[src/sv/fusf_pkg.sv]
// Shared types and constants for the firmware-update session receiver.
package fusf_pkg;

    localparam int ADDR_W  = 32;
    localparam int SIZE_W  = 21;
    localparam int TMO_W   = 16;
    localparam int IDLE_W  = 17;
    localparam int LEN_W   = 8;
    localparam int OP_W    = 3;
    localparam int PHASE_W = 3;
    localparam int CFG_DATA_W = 32;
    localparam int CFG_IDX_W  = 2;

    localparam logic [OP_W-1:0] OP_TICK  = 3'd0;
    localparam logic [OP_W-1:0] OP_START = 3'd1;
    localparam logic [OP_W-1:0] OP_DATA  = 3'd2;
    localparam logic [OP_W-1:0] OP_END   = 3'd3;

    localparam logic [PHASE_W-1:0] PH_IDLE     = 3'd0;
    localparam logic [PHASE_W-1:0] PH_RECV     = 3'd1;
    localparam logic [PHASE_W-1:0] PH_VERIFY   = 3'd2;
    localparam logic [PHASE_W-1:0] PH_COMMIT   = 3'd3;
    localparam logic [PHASE_W-1:0] PH_ROLLBACK = 3'd4;
    localparam logic [PHASE_W-1:0] PH_JUMP     = 3'd5;

    localparam logic [CFG_IDX_W-1:0] REG_APP_BASE      = 2'd0;
    localparam logic [CFG_IDX_W-1:0] REG_MAX_SIZE      = 2'd1;
    localparam logic [CFG_IDX_W-1:0] REG_TIMEOUT_TICKS = 2'd2;

    localparam logic [ADDR_W-1:0] APP_BASE_RST = 32'd0;
    localparam logic [SIZE_W-1:0] MAX_SIZE_RST = 21'd65536;
    localparam logic [TMO_W-1:0]  TIMEOUT_RST  = 16'd5000;
    localparam logic [IDLE_W-1:0] IDLE_MAX     = '1;

    typedef struct packed {
        logic [ADDR_W-1:0] app_base;
        logic [SIZE_W-1:0] max_size;
        logic [TMO_W-1:0]  timeout_ticks;
    } cfg_t;

    typedef struct packed {
        logic [PHASE_W-1:0] phase;
        logic [IDLE_W-1:0]  idle_ticks;
        logic [SIZE_W-1:0]  bytes_received;
        logic               finished;
    } state_t;

    typedef struct packed {
        logic [OP_W-1:0]  opcode;
        logic [LEN_W-1:0] payload_length;
        logic             verify_pass;
    } in_item_t;

    typedef struct packed {
        logic               ack;
        logic               write_valid;
        logic [ADDR_W-1:0]  write_address;
        logic [LEN_W-1:0]   write_length;
        logic [PHASE_W-1:0] phase_now;
        logic [SIZE_W-1:0]  image_size;
        logic               mark_valid;
        logic               do_rollback;
        logic               jump_app;
        logic               done_res;
    } out_item_t;

endpackage

[src/sv/fusf_if.sv]
// Command and result channel interfaces (valid/ready handshake).
interface fusf_cmd_if;
    logic                          valid;
    logic                          ready;
    logic [fusf_pkg::OP_W-1:0]     opcode;
    logic [fusf_pkg::LEN_W-1:0]    payload_length;
    logic                          verify_pass;

    modport source (output valid, opcode, payload_length, verify_pass, input ready);
    modport sink   (input valid, opcode, payload_length, verify_pass, output ready);
endinterface

interface fusf_res_if;
    logic                           valid;
    logic                           ready;
    logic                           ack;
    logic                           write_valid;
    logic [fusf_pkg::ADDR_W-1:0]    write_address;
    logic [fusf_pkg::LEN_W-1:0]     write_length;
    logic [fusf_pkg::PHASE_W-1:0]   phase_now;
    logic [fusf_pkg::SIZE_W-1:0]    image_size;
    logic                           mark_valid;
    logic                           do_rollback;
    logic                           jump_app;
    logic                           done_res;

    modport source (output valid, ack, write_valid, write_address, write_length, phase_now,
                    image_size, mark_valid, do_rollback, jump_app, done_res,
                    input ready);
    modport sink   (input valid, ack, write_valid, write_address, write_length, phase_now,
                    image_size, mark_valid, do_rollback, jump_app, done_res,
                    output ready);
endinterface

[src/sv/fusf_cfg.sv]
// Configuration register file: app base, size limit, idle timeout.
module fusf_cfg
(
    input  logic                               clk,
    input  logic                               rst_n,
    input  logic                               cfg_we,
    input  logic [fusf_pkg::CFG_IDX_W-1:0]     cfg_index,
    input  logic [fusf_pkg::CFG_DATA_W-1:0]    cfg_data,
    output fusf_pkg::cfg_t                     cfg
);

    fusf_pkg::cfg_t cfg_reg;
    fusf_pkg::cfg_t cfg_next;

    always_comb
    begin
        cfg_next = cfg_reg;
        if (cfg_we)
        begin
            case (cfg_index)
                fusf_pkg::REG_APP_BASE:
                begin
                    cfg_next.app_base = cfg_data[fusf_pkg::ADDR_W-1:0];
                end
                fusf_pkg::REG_MAX_SIZE:
                begin
                    cfg_next.max_size = cfg_data[fusf_pkg::SIZE_W-1:0];
                end
                fusf_pkg::REG_TIMEOUT_TICKS:
                begin
                    cfg_next.timeout_ticks = cfg_data[fusf_pkg::TMO_W-1:0];
                end
                default:
                begin
                    cfg_next = cfg_reg;
                end
            endcase
        end
    end

    always_ff @(posedge clk or negedge rst_n)
    begin
        if (!rst_n)
        begin
            cfg_reg.app_base      <= fusf_pkg::APP_BASE_RST;
            cfg_reg.max_size      <= fusf_pkg::MAX_SIZE_RST;
            cfg_reg.timeout_ticks <= fusf_pkg::TIMEOUT_RST;
        end
        else
        begin
            cfg_reg <= cfg_next;
        end
    end

    assign cfg = cfg_reg;

endmodule

[src/sv/fusf_step.sv]
// Session step logic: next phase, counters and result for one item.
module fusf_step
(
    input  fusf_pkg::cfg_t      cfg,
    input  fusf_pkg::state_t    st,
    input  fusf_pkg::in_item_t  item,
    output fusf_pkg::state_t    st_next,
    output fusf_pkg::out_item_t res
);

    logic [fusf_pkg::IDLE_W-1:0] idle_inc;
    logic [fusf_pkg::SIZE_W:0]   size_sum;

    assign idle_inc = (st.idle_ticks == fusf_pkg::IDLE_MAX) ? st.idle_ticks
                                                             : st.idle_ticks + 1'b1;
    assign size_sum = {1'b0, st.bytes_received}
                    + {{(fusf_pkg::SIZE_W + 1 - fusf_pkg::LEN_W){1'b0}}, item.payload_length};

    always_comb
    begin
        st_next = st;
        res     = '0;
        if (item.opcode == fusf_pkg::OP_TICK)
        begin
            st_next.idle_ticks = idle_inc;
            case (st.phase)
                fusf_pkg::PH_RECV:
                begin
                    if (idle_inc > {1'b0, cfg.timeout_ticks})
                    begin
                        st_next.phase = fusf_pkg::PH_ROLLBACK;
                    end
                end
                fusf_pkg::PH_VERIFY:
                begin
                    st_next.phase = item.verify_pass ? fusf_pkg::PH_COMMIT
                                                     : fusf_pkg::PH_ROLLBACK;
                end
                fusf_pkg::PH_COMMIT:
                begin
                    res.mark_valid = 1'b1;
                    st_next.phase  = fusf_pkg::PH_JUMP;
                end
                fusf_pkg::PH_ROLLBACK:
                begin
                    res.do_rollback = 1'b1;
                    st_next.phase   = fusf_pkg::PH_JUMP;
                end
                fusf_pkg::PH_JUMP:
                begin
                    st_next.finished = 1'b1;
                    res.jump_app     = 1'b1;
                end
                default:
                begin
                    st_next.phase = st.phase;
                end
            endcase
        end
        else
        begin
            st_next.idle_ticks = '0;
            case (item.opcode)
                fusf_pkg::OP_START:
                begin
                    st_next.bytes_received = '0;
                    st_next.phase          = fusf_pkg::PH_RECV;
                    res.ack                = 1'b1;
                end
                fusf_pkg::OP_DATA:
                begin
                    if (st.phase == fusf_pkg::PH_RECV)
                    begin
                        if (size_sum > {1'b0, cfg.max_size})
                        begin
                            st_next.phase = fusf_pkg::PH_ROLLBACK;
                        end
                        else
                        begin
                            res.write_valid   = 1'b1;
                            res.write_address = cfg.app_base
                                + {{(fusf_pkg::ADDR_W - fusf_pkg::SIZE_W){1'b0}},
                                   st.bytes_received};
                            res.write_length  = item.payload_length;
                            st_next.bytes_received = size_sum[fusf_pkg::SIZE_W-1:0];
                            res.ack           = 1'b1;
                        end
                    end
                end
                fusf_pkg::OP_END:
                begin
                    st_next.phase = fusf_pkg::PH_VERIFY;
                    res.ack       = 1'b1;
                end
                default:
                begin
                    st_next.phase = st.phase;
                end
            endcase
        end
        res.phase_now  = st_next.phase;
        res.image_size = st_next.bytes_received;
        res.done_res   = st_next.finished;
    end

endmodule

[src/sv/firmware_update_session_fsm.sv]
// Firmware-update session receiver top level: item registers, session state, result register.
// The result is registered: an accepted item passes the input register, then the result register.
// Throughput: one item per cycle unless stalled; the session state loop is one registered step.
// A full result register stalls the input register; the command side still takes an item
// while the input register drains into a free or draining result register.
// Reset (rst_n, async low): phase idle, counters and finished flag cleared, config to defaults.
module firmware_update_session_fsm
(
    input  logic                            clk,
    input  logic                            rst_n,
    fusf_cmd_if.sink                        cmd,
    fusf_res_if.source                      result,
    input  logic                            cfg_we,
    input  logic [fusf_pkg::CFG_IDX_W-1:0]  cfg_index,
    input  logic [fusf_pkg::CFG_DATA_W-1:0] cfg_data
);

    fusf_pkg::cfg_t      cfg;
    fusf_pkg::state_t    st_reg;
    fusf_pkg::state_t    st_next;
    fusf_pkg::in_item_t  item_reg;
    fusf_pkg::out_item_t res_reg;
    fusf_pkg::out_item_t res_next;
    logic                in_valid_reg;
    logic                out_valid_reg;
    logic                advance;
    logic                take;

    fusf_cfg u_cfg
    (
        .clk       (clk),
        .rst_n     (rst_n),
        .cfg_we    (cfg_we),
        .cfg_index (cfg_index),
        .cfg_data  (cfg_data),
        .cfg       (cfg)
    );

    fusf_step u_step
    (
        .cfg     (cfg),
        .st      (st_reg),
        .item    (item_reg),
        .st_next (st_next),
        .res     (res_next)
    );

    // step the session when the held item can move into the result register
    assign advance   = in_valid_reg && (!out_valid_reg || result.ready);
    assign take      = cmd.valid && cmd.ready;
    assign cmd.ready = !in_valid_reg || advance;

    always_ff @(posedge clk or negedge rst_n)
    begin
        if (!rst_n)
        begin
            in_valid_reg  <= 1'b0;
            out_valid_reg <= 1'b0;
            st_reg.phase          <= fusf_pkg::PH_IDLE;
            st_reg.idle_ticks     <= '0;
            st_reg.bytes_received <= '0;
            st_reg.finished       <= 1'b0;
        end
        else
        begin
            if (cmd.ready)
            begin
                in_valid_reg <= cmd.valid;
            end
            if (advance)
            begin
                out_valid_reg <= 1'b1;
                st_reg        <= st_next;
            end
            else if (result.ready)
            begin
                out_valid_reg <= 1'b0;
            end
        end
    end

    always_ff @(posedge clk)
    begin
        if (take)
        begin
            item_reg.opcode         <= cmd.opcode;
            item_reg.payload_length <= cmd.payload_length;
            item_reg.verify_pass    <= cmd.verify_pass;
        end
        if (advance)
        begin
            res_reg <= res_next;
        end
    end

    assign result.valid         = out_valid_reg;
    assign result.ack           = res_reg.ack;
    assign result.write_valid   = res_reg.write_valid;
    assign result.write_address = res_reg.write_address;
    assign result.write_length  = res_reg.write_length;
    assign result.phase_now     = res_reg.phase_now;
    assign result.image_size    = res_reg.image_size;
    assign result.mark_valid    = res_reg.mark_valid;
    assign result.do_rollback   = res_reg.do_rollback;
    assign result.jump_app      = res_reg.jump_app;
    assign result.done_res      = res_reg.done_res;

    a_write_acked: assert property (@(posedge clk) disable iff (!rst_n)
        (out_valid_reg && res_reg.write_valid) |->
            (res_reg.ack && res_reg.phase_now == fusf_pkg::PH_RECV))
        else $error("flash write without ack or outside receiving");

    a_pulse_to_jump: assert property (@(posedge clk) disable iff (!rst_n)
        (out_valid_reg && (res_reg.mark_valid || res_reg.do_rollback || res_reg.jump_app)) |->
            (res_reg.phase_now == fusf_pkg::PH_JUMP))
        else $error("phase action pulse not followed by jump phase");

    a_finished_sticky: assert property (@(posedge clk) disable iff (!rst_n)
        st_reg.finished |=> st_reg.finished)
        else $error("finished flag cleared");

    a_stall_only_full: assert property (@(posedge clk) disable iff (!rst_n)
        !cmd.ready |-> (in_valid_reg && out_valid_reg && !result.ready))
        else $error("command side stalled with room in the pipeline");

    a_size_limit: assert property (@(posedge clk) disable iff (!rst_n)
        (advance && item_reg.opcode == fusf_pkg::OP_DATA && res_next.write_valid) |->
            (res_next.image_size <= cfg.max_size))
        else $error("image size grew past the limit");

endmodule
[src/flat_wrapper.sv]
// flat-port wrapper written by rule: the top's interface ports become plain ports
module firmware_update_session_fsm_flat 
  (clk, rst_n, cfg_we, cfg_index, cfg_data, cmd_valid, cmd_opcode, cmd_payload_length, cmd_verify_pass, cmd_ready, result_valid, result_ack, result_write_valid, result_write_address, result_write_length, result_phase_now, result_image_size, result_mark_valid, result_do_rollback, result_jump_app, result_done_res, result_ready);
  fusf_cmd_if cmd_i ();
  fusf_res_if result_i ();
  input  logic clk;
  input  logic rst_n;
  input  logic cfg_we;
  input  logic [fusf_pkg::CFG_IDX_W-1:0] cfg_index;
  input  logic [fusf_pkg::CFG_DATA_W-1:0] cfg_data;
  input wire logic [$bits(cmd_i.valid)-1:0] cmd_valid;
  input wire logic [$bits(cmd_i.opcode)-1:0] cmd_opcode;
  input wire logic [$bits(cmd_i.payload_length)-1:0] cmd_payload_length;
  input wire logic [$bits(cmd_i.verify_pass)-1:0] cmd_verify_pass;
  output wire logic [$bits(cmd_i.ready)-1:0] cmd_ready;
  output wire logic [$bits(result_i.valid)-1:0] result_valid;
  output wire logic [$bits(result_i.ack)-1:0] result_ack;
  output wire logic [$bits(result_i.write_valid)-1:0] result_write_valid;
  output wire logic [$bits(result_i.write_address)-1:0] result_write_address;
  output wire logic [$bits(result_i.write_length)-1:0] result_write_length;
  output wire logic [$bits(result_i.phase_now)-1:0] result_phase_now;
  output wire logic [$bits(result_i.image_size)-1:0] result_image_size;
  output wire logic [$bits(result_i.mark_valid)-1:0] result_mark_valid;
  output wire logic [$bits(result_i.do_rollback)-1:0] result_do_rollback;
  output wire logic [$bits(result_i.jump_app)-1:0] result_jump_app;
  output wire logic [$bits(result_i.done_res)-1:0] result_done_res;
  input wire logic [$bits(result_i.ready)-1:0] result_ready;
  assign cmd_i.valid = cmd_valid;
  assign cmd_i.opcode = cmd_opcode;
  assign cmd_i.payload_length = cmd_payload_length;
  assign cmd_i.verify_pass = cmd_verify_pass;
  assign cmd_ready = cmd_i.ready;
  assign result_valid = result_i.valid;
  assign result_ack = result_i.ack;
  assign result_write_valid = result_i.write_valid;
  assign result_write_address = result_i.write_address;
  assign result_write_length = result_i.write_length;
  assign result_phase_now = result_i.phase_now;
  assign result_image_size = result_i.image_size;
  assign result_mark_valid = result_i.mark_valid;
  assign result_do_rollback = result_i.do_rollback;
  assign result_jump_app = result_i.jump_app;
  assign result_done_res = result_i.done_res;
  assign result_i.ready = result_ready;
  firmware_update_session_fsm u_core (.clk(clk), .rst_n(rst_n), .cmd(cmd_i), .result(result_i), .cfg_we(cfg_we), .cfg_index(cfg_index), .cfg_data(cfg_data));
endmodule
[config.mk]
export PLATFORM = sky130hd
export DESIGN_NAME = firmware_update_session_fsm_flat
export DESIGN_NICKNAME = d
export VERILOG_FILES = /design/src/sv/fusf_pkg.sv /design/src/sv/fusf_if.sv /design/src/sv/fusf_cfg.sv /design/src/sv/fusf_step.sv /design/src/sv/firmware_update_session_fsm.sv /design/src/flat_wrapper.sv
export SDC_FILE = /design/constraint.sdc
export NUM_CORES = 1
export LEC_CHECK = 0
export ABC_CLOCK_PERIOD_IN_PS = 13900
export BUFFER_PORTS_ARGS = -buffer_cell sky130_fd_sc_hd__clkbuf_2
export CORE_MARGIN = 2
export CORE_UTILIZATION = 64
export DETAILED_ROUTE_END_ITERATION = 6
export PLACE_DENSITY = 0.84
export SYNTH_ARGS = -nofsm -noshare
export SYNTH_HDL_FRONTEND = slang
export SYNTH_SLANG_ARGS = --single-unit
[constraint.sdc]
create_clock -name clk -period 13.9 [get_ports clk]
set_input_delay 1.39 -clock clk [delete_from_list [all_inputs] [get_ports clk]]
set_output_delay 1.39 -clock clk [all_outputs]
set_load 0.01 [all_outputs]
==> results.cfg, run 1 <==
[detailed_routing]
num_vias = 7868
ant_nets = 0
dr.pass1.iters = 5
via_per_inst = 6.029
drc = 0
avgRoutedWirePerCell_um = 18.10
wirelength_mm = 23.62
first_iter_violations = 544

[synthesis]
yosysWarnings = 0
synth_cells = 958
ys_ff_latch = 195
synth_most_common_cell = dfrtp_1
synth-xor-area-share_pct = 4.610
muxShareOfSynthArea_pct = 7.628
synth_adder_area_share_pct = 8.406
ys.flop_type = dfrtp_1
synth_top_family_by_area = simple AND/OR/NAND/NOR gates
netlist_area_mm2 = 0.01045
yosys-top-cells-count = dfrtp_1, edfxtp_1, o21ai_0, nand2_1, mux2_2
avgSynthCellArea_um2 = 10.91
synth_edf_count = 82
syn_nets = 1078
synth_simple_gate_area_share_pct = 12.76
synth_seq_area_share_pct = 50.70
yosys-top-cells-area = dfrtp_1, edfxtp_1, ha_1
yosys.area.top_type_share_pct = 25.63
ys_types = 64
synth_top_area_cell = dfrtp_1
synth_compound_area_share_pct = 12.50
async_flop_share_pct = 57.95

[clock_tree]
cts_hold_buf = 0
cts_buffer_depth = 2
htree_levels = 4
cts_tree = built
cts_resized = 0
path_clk_slew_ns = 0.07
cts_setup_buffers = 0
clock_latency_ns = 0.44
cts_buffers = 17
root_buffer = clkbuf_16
cts_sinks = 195

[power]
peakVddDrop_mv = 0.1020
leakagePower_nw = 5.403
pwr_density_cell_mw_per_mm2 = 128.0

[critical_path]
reg2reg_depth = 21
end_kind = flop
worstPathRequired_ns = 14.08
worstPathMaxFanout = 57
arrival_ns = 6.20
worst_r2r_endpoint = u_core.result.image_size[8]
crit_type = reg -> reg
start_kind = flop
r2r_setup_slack_ns = 7.87
reg2reg_from = u_core.st_reg[1]

[sta]
clock_skew_ns = 0.007431
maxSlewViolCount = 0
fmax_mhz = 165.9
fin_crit_sh_pct = 43.37
final_hold_viol_count = 0
maxSlewHeadroom_pct = 22.65
tightest_slew_ns = 1.157
finalHoldWorstSlack_ns = 0.4543
rsz0062_at_grt = no
finalCriticalPeriod_ns = 6.029
setup_viol = 0
tns_ns = 0

[cells_and_area]
ff_latch_area_mm2 = 0.005298
area_delta_synth_final_pct = 13.44
drive_above_1_share_pct = 22.68
diodes = 0
stdcell_area_mm2 = 0.01185
fin_nets = 1196
largest_register_ff_count = 69
multi_input_comb_area_mm2 = 0.004802
fillers = 1092
final_cells = 1305

[grt]
grt_max_degree = 64
grt_pass1_wl_mm = 38.32
gr-total-overflow = 0
antenna_found_initial = 0
track_usage_pct = 27.97
grt_pass1_vias = 7526

[placement]
gp_congestion = 0.8706
portBuffers = 122
dpl_cell_area_mm2 = 0.01125
placedCellCount = 1273
dpl.hpwl_mm = 16.78

[hold_path]
min_to = u_core.st_reg[0]
whs_path_depth = 1
worstHoldPathType = reg -> reg
hold_start = u_core.st_reg[0]

[die]
io_pins = 123
rows = 46
coreArea_mm2 = 0.01594
fp.dieH_um = 131.8
start_util_pct = 65.54
die_area_mm2 = 0.01736
die_w_um = 131.8

[job]
maxCapViolCount = 0

[run_status]
status = complete, no violations
==> metrics by stage <==
stage	power, mW	util, %	setup WS [ns]
after floorplan	0.9183	-	8.897
after global placement	1.000	70.55	8.163
after detailed placement	1.013	70.55	8.013
after CTS	1.518	74.34	7.938
after global routing	1.583	74.34	7.472
final	1.518	74.34	7.871
==> where the power goes <==
group	internal, mW	switching (mW)	total (mW)
Clock	0.287	0.221	0.508
Combinational	0.125	0.162	0.287
Sequential	0.673	0.0501	0.723
Total	1.08	0.433	1.52
==> critical path: stages, from the launching register on <==
cell	delay, ns
dfrtp_1	0.44
ha_1	0.26
fa_1	0.44
a211oi_1	0.26
nor2_1	0.10
o21a_1	0.19
o21ai_0	0.21
o2bb2ai_1	0.28
nor2_1	0.28
nand3_1	0.16
xor2_1	0.24
inv_1	0.07
ha_1	0.30
nand4_1	0.19
nor4_4	0.31
a21oi_2	0.11
o2bb2ai_1	0.14
a21o_1	0.17
or4_4	0.77
and2_1	0.47
o21ai_0	0.25
o31ai_1	0.09
==> cells in the final DEF, fill, tap and decap left out, types with 4 or more instances in the layout <==
master,instances
nand4_1,9
and2_1,14
inv_1,58
o21ai_0,80
ha_1,67
a31oi_1,6
nand3_1,35
or3_1,7
a211oi_1,8
and3_1,16
buf_4,6
nand2_1,72
o31ai_1,5
clkbuf_2,121
dfstp_2,6
nand2b_1,7
o21a_1,8
nor2_1,63
xor2_1,30
nand3b_1,4
o21bai_1,4
mux2_2,69
a21oi_1,47
dfrtp_1,107
a22o_1,15
clkbuf_16,18
xnor2_1,25
and4_1,5
a21o_1,13
nor3_1,16
edfxtp_1,82
nor2b_1,6
==> routing by layer <==
metal | global-route usage, % | share of wire, %
met2 | 44.59 | 47
met5 | 0 | 0
met4 | 12.08 | 3.3
met1 | 38.14 | 43
met3 | 4.960 | 6.7
==> worst max-delay path by stage <==
| stage | from | end | cells past startpoint |
|---|---|---|---|
| 2_1_floorplan | u_core.st_reg[1] | u_core.result.image_size[4] | 22 |
| 3_3_place_gp | u_core.st_reg[1] | u_core.result.image_size[8] | 21 |
| 3_5_place_dp | u_core.st_reg[1] | u_core.result.image_size[8] | 21 |
| 4_1_cts | u_core.st_reg[1] | u_core.result.image_size[8] | 21 |
| 5_1_grt | u_core.st_reg[1] | u_core.result.image_size[10] | 21 |
| 6_report | u_core.st_reg[1] | u_core.result.image_size[8] | 21 |
==> logic make-up after synthesis <==
group           count (synthesis)
buf+inv                        88
simple gates                  268
flops                         195
compound gates                212
xor+xnor                       55
mux                            71
fa+ha+maj                      69
==> area by class of cell <==
cell class / instances / share of cell area, %
flip-flops and latches: 195 / 44.70
multi-input cells: 675 / 40.52
repair buffers: 127 / 5.489
clock buffers: 22 / 4.096
well taps: 216 / 2.280
inverters: 60 / 1.911
clock inverters: 10 / 1.013
No activity file was read; power rests on OpenSTA's default activity.
==> run 2: changes to the inputs <==
ABC_AREA = 1   (was default)
ABC_CLOCK_PERIOD_IN_PS = 6000   (was 13900)
CORE_UTILIZATION = 60   (was 64)
PLACE_DENSITY = 0.79   (was 0.84)
clock period = 6 ns   (was 13.9 ns; I/O delays follow)
==> run 2 against run 1 <==
Net effect: clock skew increased by 0.0041 ns; wire length is 18% higher; utilization is 5.9 points lower; largest cell class unchanged; fmax rose by 38%; worst hold slack worse by 0.15 ns; sequential cell count is the same; clock-buffer cell count fell by 4; global-route usage grew 0.74 points; area after synthesis up 8.8%; register-to-register slack worse by 6.2 ns; non-clock buffer count up 2.
==> results.cfg, run 2 <==
[die]
fp.dieH_um = 141.6
rows = 50
die_w_um = 141.6
start_util_pct = 60.95
coreArea_mm2 = 0.01864
die_area_mm2 = 0.02006
io_pins = 123

[critical_path]
cp_num_buf_inv = 3
start_kind = flop
reg2reg_from = u_core.st_reg[1]
critPathMostFrequentCell = nand2_1
path_cells = ha_1 > fa_1 > nand2_1 > inv_1 > nand2_1 > nand2_1 > nand4_1 > nand2_1 > nand2_1 > nor2_2 > xor2_1 > inv_1 > ha_1 > nand2_1 > nor2_1 > nand2_1 > nor3_1 > nand4_2 > nand2_4 > nand2_4 > nor2_8 > inv_4 > a21oi_1
critical_path_depth = 23
arrival_ns = 4.67
crit_type = reg -> reg
max_stage_delay_ns = 0.45
critPathSlowestCell = dfrtp_1
end_kind = flop
path_delay_family = simple AND/OR/NAND/NOR gates
worst_r2r_endpoint = u_core.result.write_address[8]
worstPathRequired_ns = 6.29
reg2reg_depth = 23
worstPathMaxFanout = 33
r2r_setup_slack_ns = 1.62

[detailed_routing]
dr.pass1.iters = 5
ant_nets = 0
num_vias = 9569
via_per_inst = 5.468
first_iter_violations = 693
wirelength_mm = 27.85
avgRoutedWirePerCell_um = 15.92
drc = 0

[grt]
grt_pass1_wl_mm = 44.89
gr-total-overflow = 0
grt_max_degree = 76
grt_pass1_vias = 8946
antenna_found_initial = 0
track_usage_pct = 28.71

[clock_tree]
cts_buffer_depth = 2
cts_setup_buffers = 0
clock_latency_ns = 0.44
htree_levels = 4
cts_hold_buf = 0
path_clk_slew_ns = 0.08
root_buffer = clkbuf_16
cts_tree = built
cts_resized = 0
cts_buffers = 17
cts_sinks = 195

[sta]
final_hold_viol_count = 0
fmax_mhz = 228.4
tns_ns = 0
finalCriticalPeriod_ns = 4.378
tightest_slew_ns = 1.045
maxSlewViolCount = 0
setup_viol = 0
clock_skew_ns = 0.01155
rsz0062_at_grt = no
fin_crit_sh_pct = 72.97
maxSlewHeadroom_pct = 30.33

[power]
pwr_density_cell_mw_per_mm2 = 347.6
peakVddDrop_mv = 0.2214
leakagePower_nw = 6.602

[job]
maxCapViolCount = 0

[cells_and_area]
drive_above_1_share_pct = 14.31
fin_nets = 1623
area_delta_synth_final_pct = 12.22
largest_register_ff_count = 69
diodes = 0
layout_common_cells = nand2_1, inv_1, clkbuf_2
final_common_cell = nand2_1
final_cells = 1750

[placement]
gp_congestion = 0.9494
portBuffers = 122
placedCellCount = 1718
dpl.hpwl_mm = 20.81

[synthesis]
yosys.area.top_type_share_pct = 23.56
synth_seq_area_share_pct = 46.62
synth_most_common_cell = nand2_1
yosysWarnings = 0
yosys-top-cells-count = nand2_1, inv_1, dfrtp_1, o21ai_0, nor2_1
async_flop_share_pct = 57.95
synth_top_area_cell = dfrtp_1
ys_ff_latch = 195
netlist_area_mm2 = 0.01136
ys.flop_type = dfrtp_1
avgSynthCellArea_um2 = 8.175
synth_cells = 1390
yosys-top-cells-area = dfrtp_1, edfxtp_1, nand2_1
ys_types = 46
synth_edf_count = 82
syn_nets = 1510

[run_status]
status = complete, no violations

[hold_path]
worstHoldPathType = in -> async
==> run 2: area by class of cell <==
type,count,area [um^2]
fill,1545,5891
sequential,195,5298
multi-input combinational,945,5094
inverter,215,810.8
timing repair buffer,129,665.6
clock buffer,18,450.4
tap,234,292.8
clock inverter,14,141.4
==> run 2: per-layer routing <==
layer | global-route usage (%) | routed length (um) | up-vias
met4 | 10.74 | 762 | 0
li1 | - | - | 4728
met1 | 41.46 | 12680 | 4429
met5 | 0 | 0 | -
met3 | 4.084 | 1833 | 59
met2 | 44.48 | 12580 | 353
==> run 2: where the power goes <==
part	total [mW]	switching, mW	internal [mW]	leakage (nW)
Combinational	1.45	0.955	0.495	4.07
Sequential	1.82	0.188	1.63	2.24
Clock	1.16	0.553	0.612	0.290
==> run 2: how the worst max path moves through the flow <==
stage	from	end	slack, ns
2_1_floorplan	u_core.item_reg[1]	u_core.result.image_size[20]	2.52
3_3_place_gp	u_core.st_reg[1]	u_core.result.write_address[8]	1.75
3_5_place_dp	u_core.item_reg[1]	u_core.result.ack	1.73
4_1_cts	u_core.st_reg[1]	u_core.result.write_address[5]	1.70
5_1_grt	u_core.st_reg[1]	u_core.result.write_address[3]	1.30
6_report	u_core.st_reg[1]	u_core.result.write_address[8]	1.62
==> run 2: logic make-up after synthesis <==
logic type / after synthesis / share of synthesized area (%)
xor+xnor: 40 / 3.083
fa+ha+maj: 69 / 7.730
simple gates: 628 / 23.68
mux: 6 / 0.5945
flops: 195 / 46.62
compound gates: 202 / 9.690
buf+inv: 250 / 8.599
==> run 2: metrics by stage <==
step | setup WS (ns) | cell area (um^2) | hold slack, ns | total power [mW] | util, %
6_report | 1.622 | 12750 | 0.3002 | 4.432 | 68.40
5_1_grt | 1.301 | 12750 | 0.3206 | 4.708 | 68.40
4_1_cts | 1.696 | 12750 | 0.3142 | 4.426 | 68.40
3_5_place_dp | 1.732 | 12160 | 0.4454 | 3.257 | 65.23
3_3_place_gp | 1.749 | 12160 | 0.4429 | 3.224 | 65.23
2_1_floorplan | 2.522 | 11360 | 0.3044 | 2.836 | -
==> run 3: changes to the inputs <==
ABC_CLOCK_PERIOD_IN_PS = 4300   (was 6000)
clock period = 4.3 ns   (was 6 ns; I/O delays follow)
==> run 3 against run 2 <==
Net effect: wire length is 1.3% lower; sequential power is 39% higher; fmax grew 7.1%; register-to-register slack got worse by 1.4 ns; the run now ends with design-rule violations left; cell count up 0.57%; clock power rose by 40%; total power is 41% higher; non-clock buffer count grew 10; critical endpoint is now u_core.result.write_address[5].
==> results.cfg, run 3 (synthesized netlist as in run 2, its figures left out) <==
[die]
fp.dieH_um = 141.6
io_pins = 123
die_w_um = 141.6
die_area_mm2 = 0.02006
coreArea_mm2 = 0.01864
start_util_pct = 60.95
rows = 50

[power]
peakVddDrop_mv = 0.3218
pwr_density_cell_mw_per_mm2 = 484.5
power.switching_mw = 2.368
clkPwrFrac_pct = 26.0
p_int_mw = 3.866
leakagePower_nw = 6.667
p_seq_share_pct = 40.6
power.total_mw = 6.235
comb_power_share_pct = 33.4
p_sw_share_pct = 37.99

[clock_tree]
cts_buffers = 17
root_buffer = clkbuf_16
path_clk_slew_ns = 0.08
cts_tree = built
cts_hold_buf = 0
htree_levels = 4
cts_buffer_depth = 2
clock_latency_ns = 0.44
cts_sinks = 195

[cells_and_area]
final_common_cell = nand2_1
diodes = 0
drive_above_1_share_pct = 15.01
area_delta_synth_final_pct = 13.25
layout_common_cells = nand2_1, inv_1, clkbuf_2
fin_nets = 1633
largest_register_ff_count = 69
final_cells = 1760

[detailed_routing]
num_vias = 9631
ant_nets = 0
avgRoutedWirePerCell_um = 15.62
drc = 1
dr.pass1.iters = 7
via_per_inst = 5.472
first_iter_violations = 782
wirelength_mm = 27.49

[sta]
tightest_slew_ns = 0.9581
final_hold_viol_count = 0
clock_skew_ns = 0.01173
tns_ns = 0
finalCriticalPeriod_ns = 4.088
maxSlewHeadroom_pct = 35.95
fin_crit_sh_pct = 95.07
setup_viol = 0
maxSlewViolCount = 0
fmax_mhz = 244.6

[grt]
gr-total-overflow = 0
track_usage_pct = 28.32
grt_pass1_wl_mm = 44.71
grt_max_degree = 96
grt_pass1_vias = 9020
antenna_found_initial = 0

[hold_path]
worstHoldPathType = in -> async

[critical_path]
start_kind = flop
crit_type = reg -> reg
worstPathMaxFanout = 33
arrival_ns = 4.38
end_kind = flop
worstPathRequired_ns = 4.59
r2r_setup_slack_ns = 0.21

[run_status]
status = complete, but fails checks
failed_checks = design-rule violations

[placement]
portBuffers = 122
placedCellCount = 1723
gp_congestion = 0.9607
dpl.hpwl_mm = 20.52

[job]
maxCapViolCount = 0
==> run 3: cell count changes in the layout (fill, tap and decap cells not counted), moves of 2 or more <==
cell | previous run | this run
clkinv_4 | 2 | 4
buf_4 | 8 | 17
clkinvlp_4 | 2 | 0
inv_4 | 2 | 0
clkbuf_8 | 0 | 2
==> run 3: power by group through the flow <==
| stage | Sequential (mW) | Combinational, mW | Clock (mW) |
|---|---|---|---|
| 3_5_place_dp | 2.56 | 2.01 | 0 |
| 5_1_grt | 2.56 | 2.35 | 1.71 |
| 6_report | 2.53 | 2.08 | 1.62 |
| 2_1_floorplan | 2.52 | 1.44 | 0 |
| 3_3_place_gp | 2.55 | 1.96 | 0 |
| 4_1_cts | 2.52 | 2.03 | 1.64 |
==> run 3: through the flow <==
step / util [%] / area [um^2] / hold WS [ns] / setup WS [ns]
finish: 69.03 / 12870 / 0.09404 / 0.2119
global route: 69.03 / 12870 / 0.1381 / -0.04207
CTS: 68.75 / 12820 / 0.1189 / 0.1896
detailed placement: 65.50 / 12210 / 0.4495 / 0.2205
global placement: 65.50 / 12210 / 0.4402 / 0.4052
floorplan: - / 11360 / 0.1344 / 0.8221
==> run 3: final timing paths <==
check / start / to / cells after the start
worst max register to register: u_core.item_reg[1] / u_core.result.write_address[5] / 23
worst min register to register: u_core.st_reg[0] / u_core.st_reg[0] / 2
worst max-delay path: u_core.item_reg[1] / u_core.result.write_address[5] / 23
max in group asynchronous: rst_n / u_core.u_cfg.cfg[17] / 2
worst min-delay path: rst_n / u_core.st_reg[22] / 1
min in group clk: cmd_verify_pass / u_core.item_reg[0] / 1
==> run 3: worst max-delay path: stages (launching register included) <==
cell and delay [ns]:
edfxtp_1 0.40, ha_1 0.25, fa_1 0.43, nand2_1 0.09
inv_1 0.05, nand2_1 0.05, nand2_1 0.09, nand4_1 0.09
nand2_1 0.12, nand2_1 0.17, nor2_4 0.07, xor2_1 0.19
inv_1 0.07, ha_1 0.27, nand2_1 0.07, nor2_1 0.18
nand2_1 0.07, nor3_1 0.21, nand4_2 0.19, nand2_4 0.17
nand2_4 0.17, nor2_8 0.23, inv_6 0.15, a21oi_1 0.15
==> run 3: area by class of cell <==
| class | instances | area [um^2] |
|---|---|---|
| fill | 1470 | 5774 |
| sequential | 195 | 5298 |
| multi-input combinational | 945 | 5106 |
| inverter | 215 | 813.3 |
| timing repair buffer | 139 | 753.2 |
| clock buffer | 21 | 503.0 |
| tap | 234 | 292.8 |
| clock inverter | 11 | 102.6 |
==> run 3: per-layer routing <==
| metal | GRT usage (%) | vias up | routed length (um) |
|---|---|---|---|
| met5 | 0 | - | 0 |
| met3 | 4.421 | 46 | 1799 |
| met2 | 45.25 | 335 | 12840 |
| met1 | 39.74 | 4508 | 12200 |
| li1 | - | 4742 | - |
| met4 | 9.895 | 0 | 651 |
==> run 3: repair_timing <==
action                     CTS  global route
setup endpoints to repair    0            51
setup buffers                0             5
resized for setup            0             4
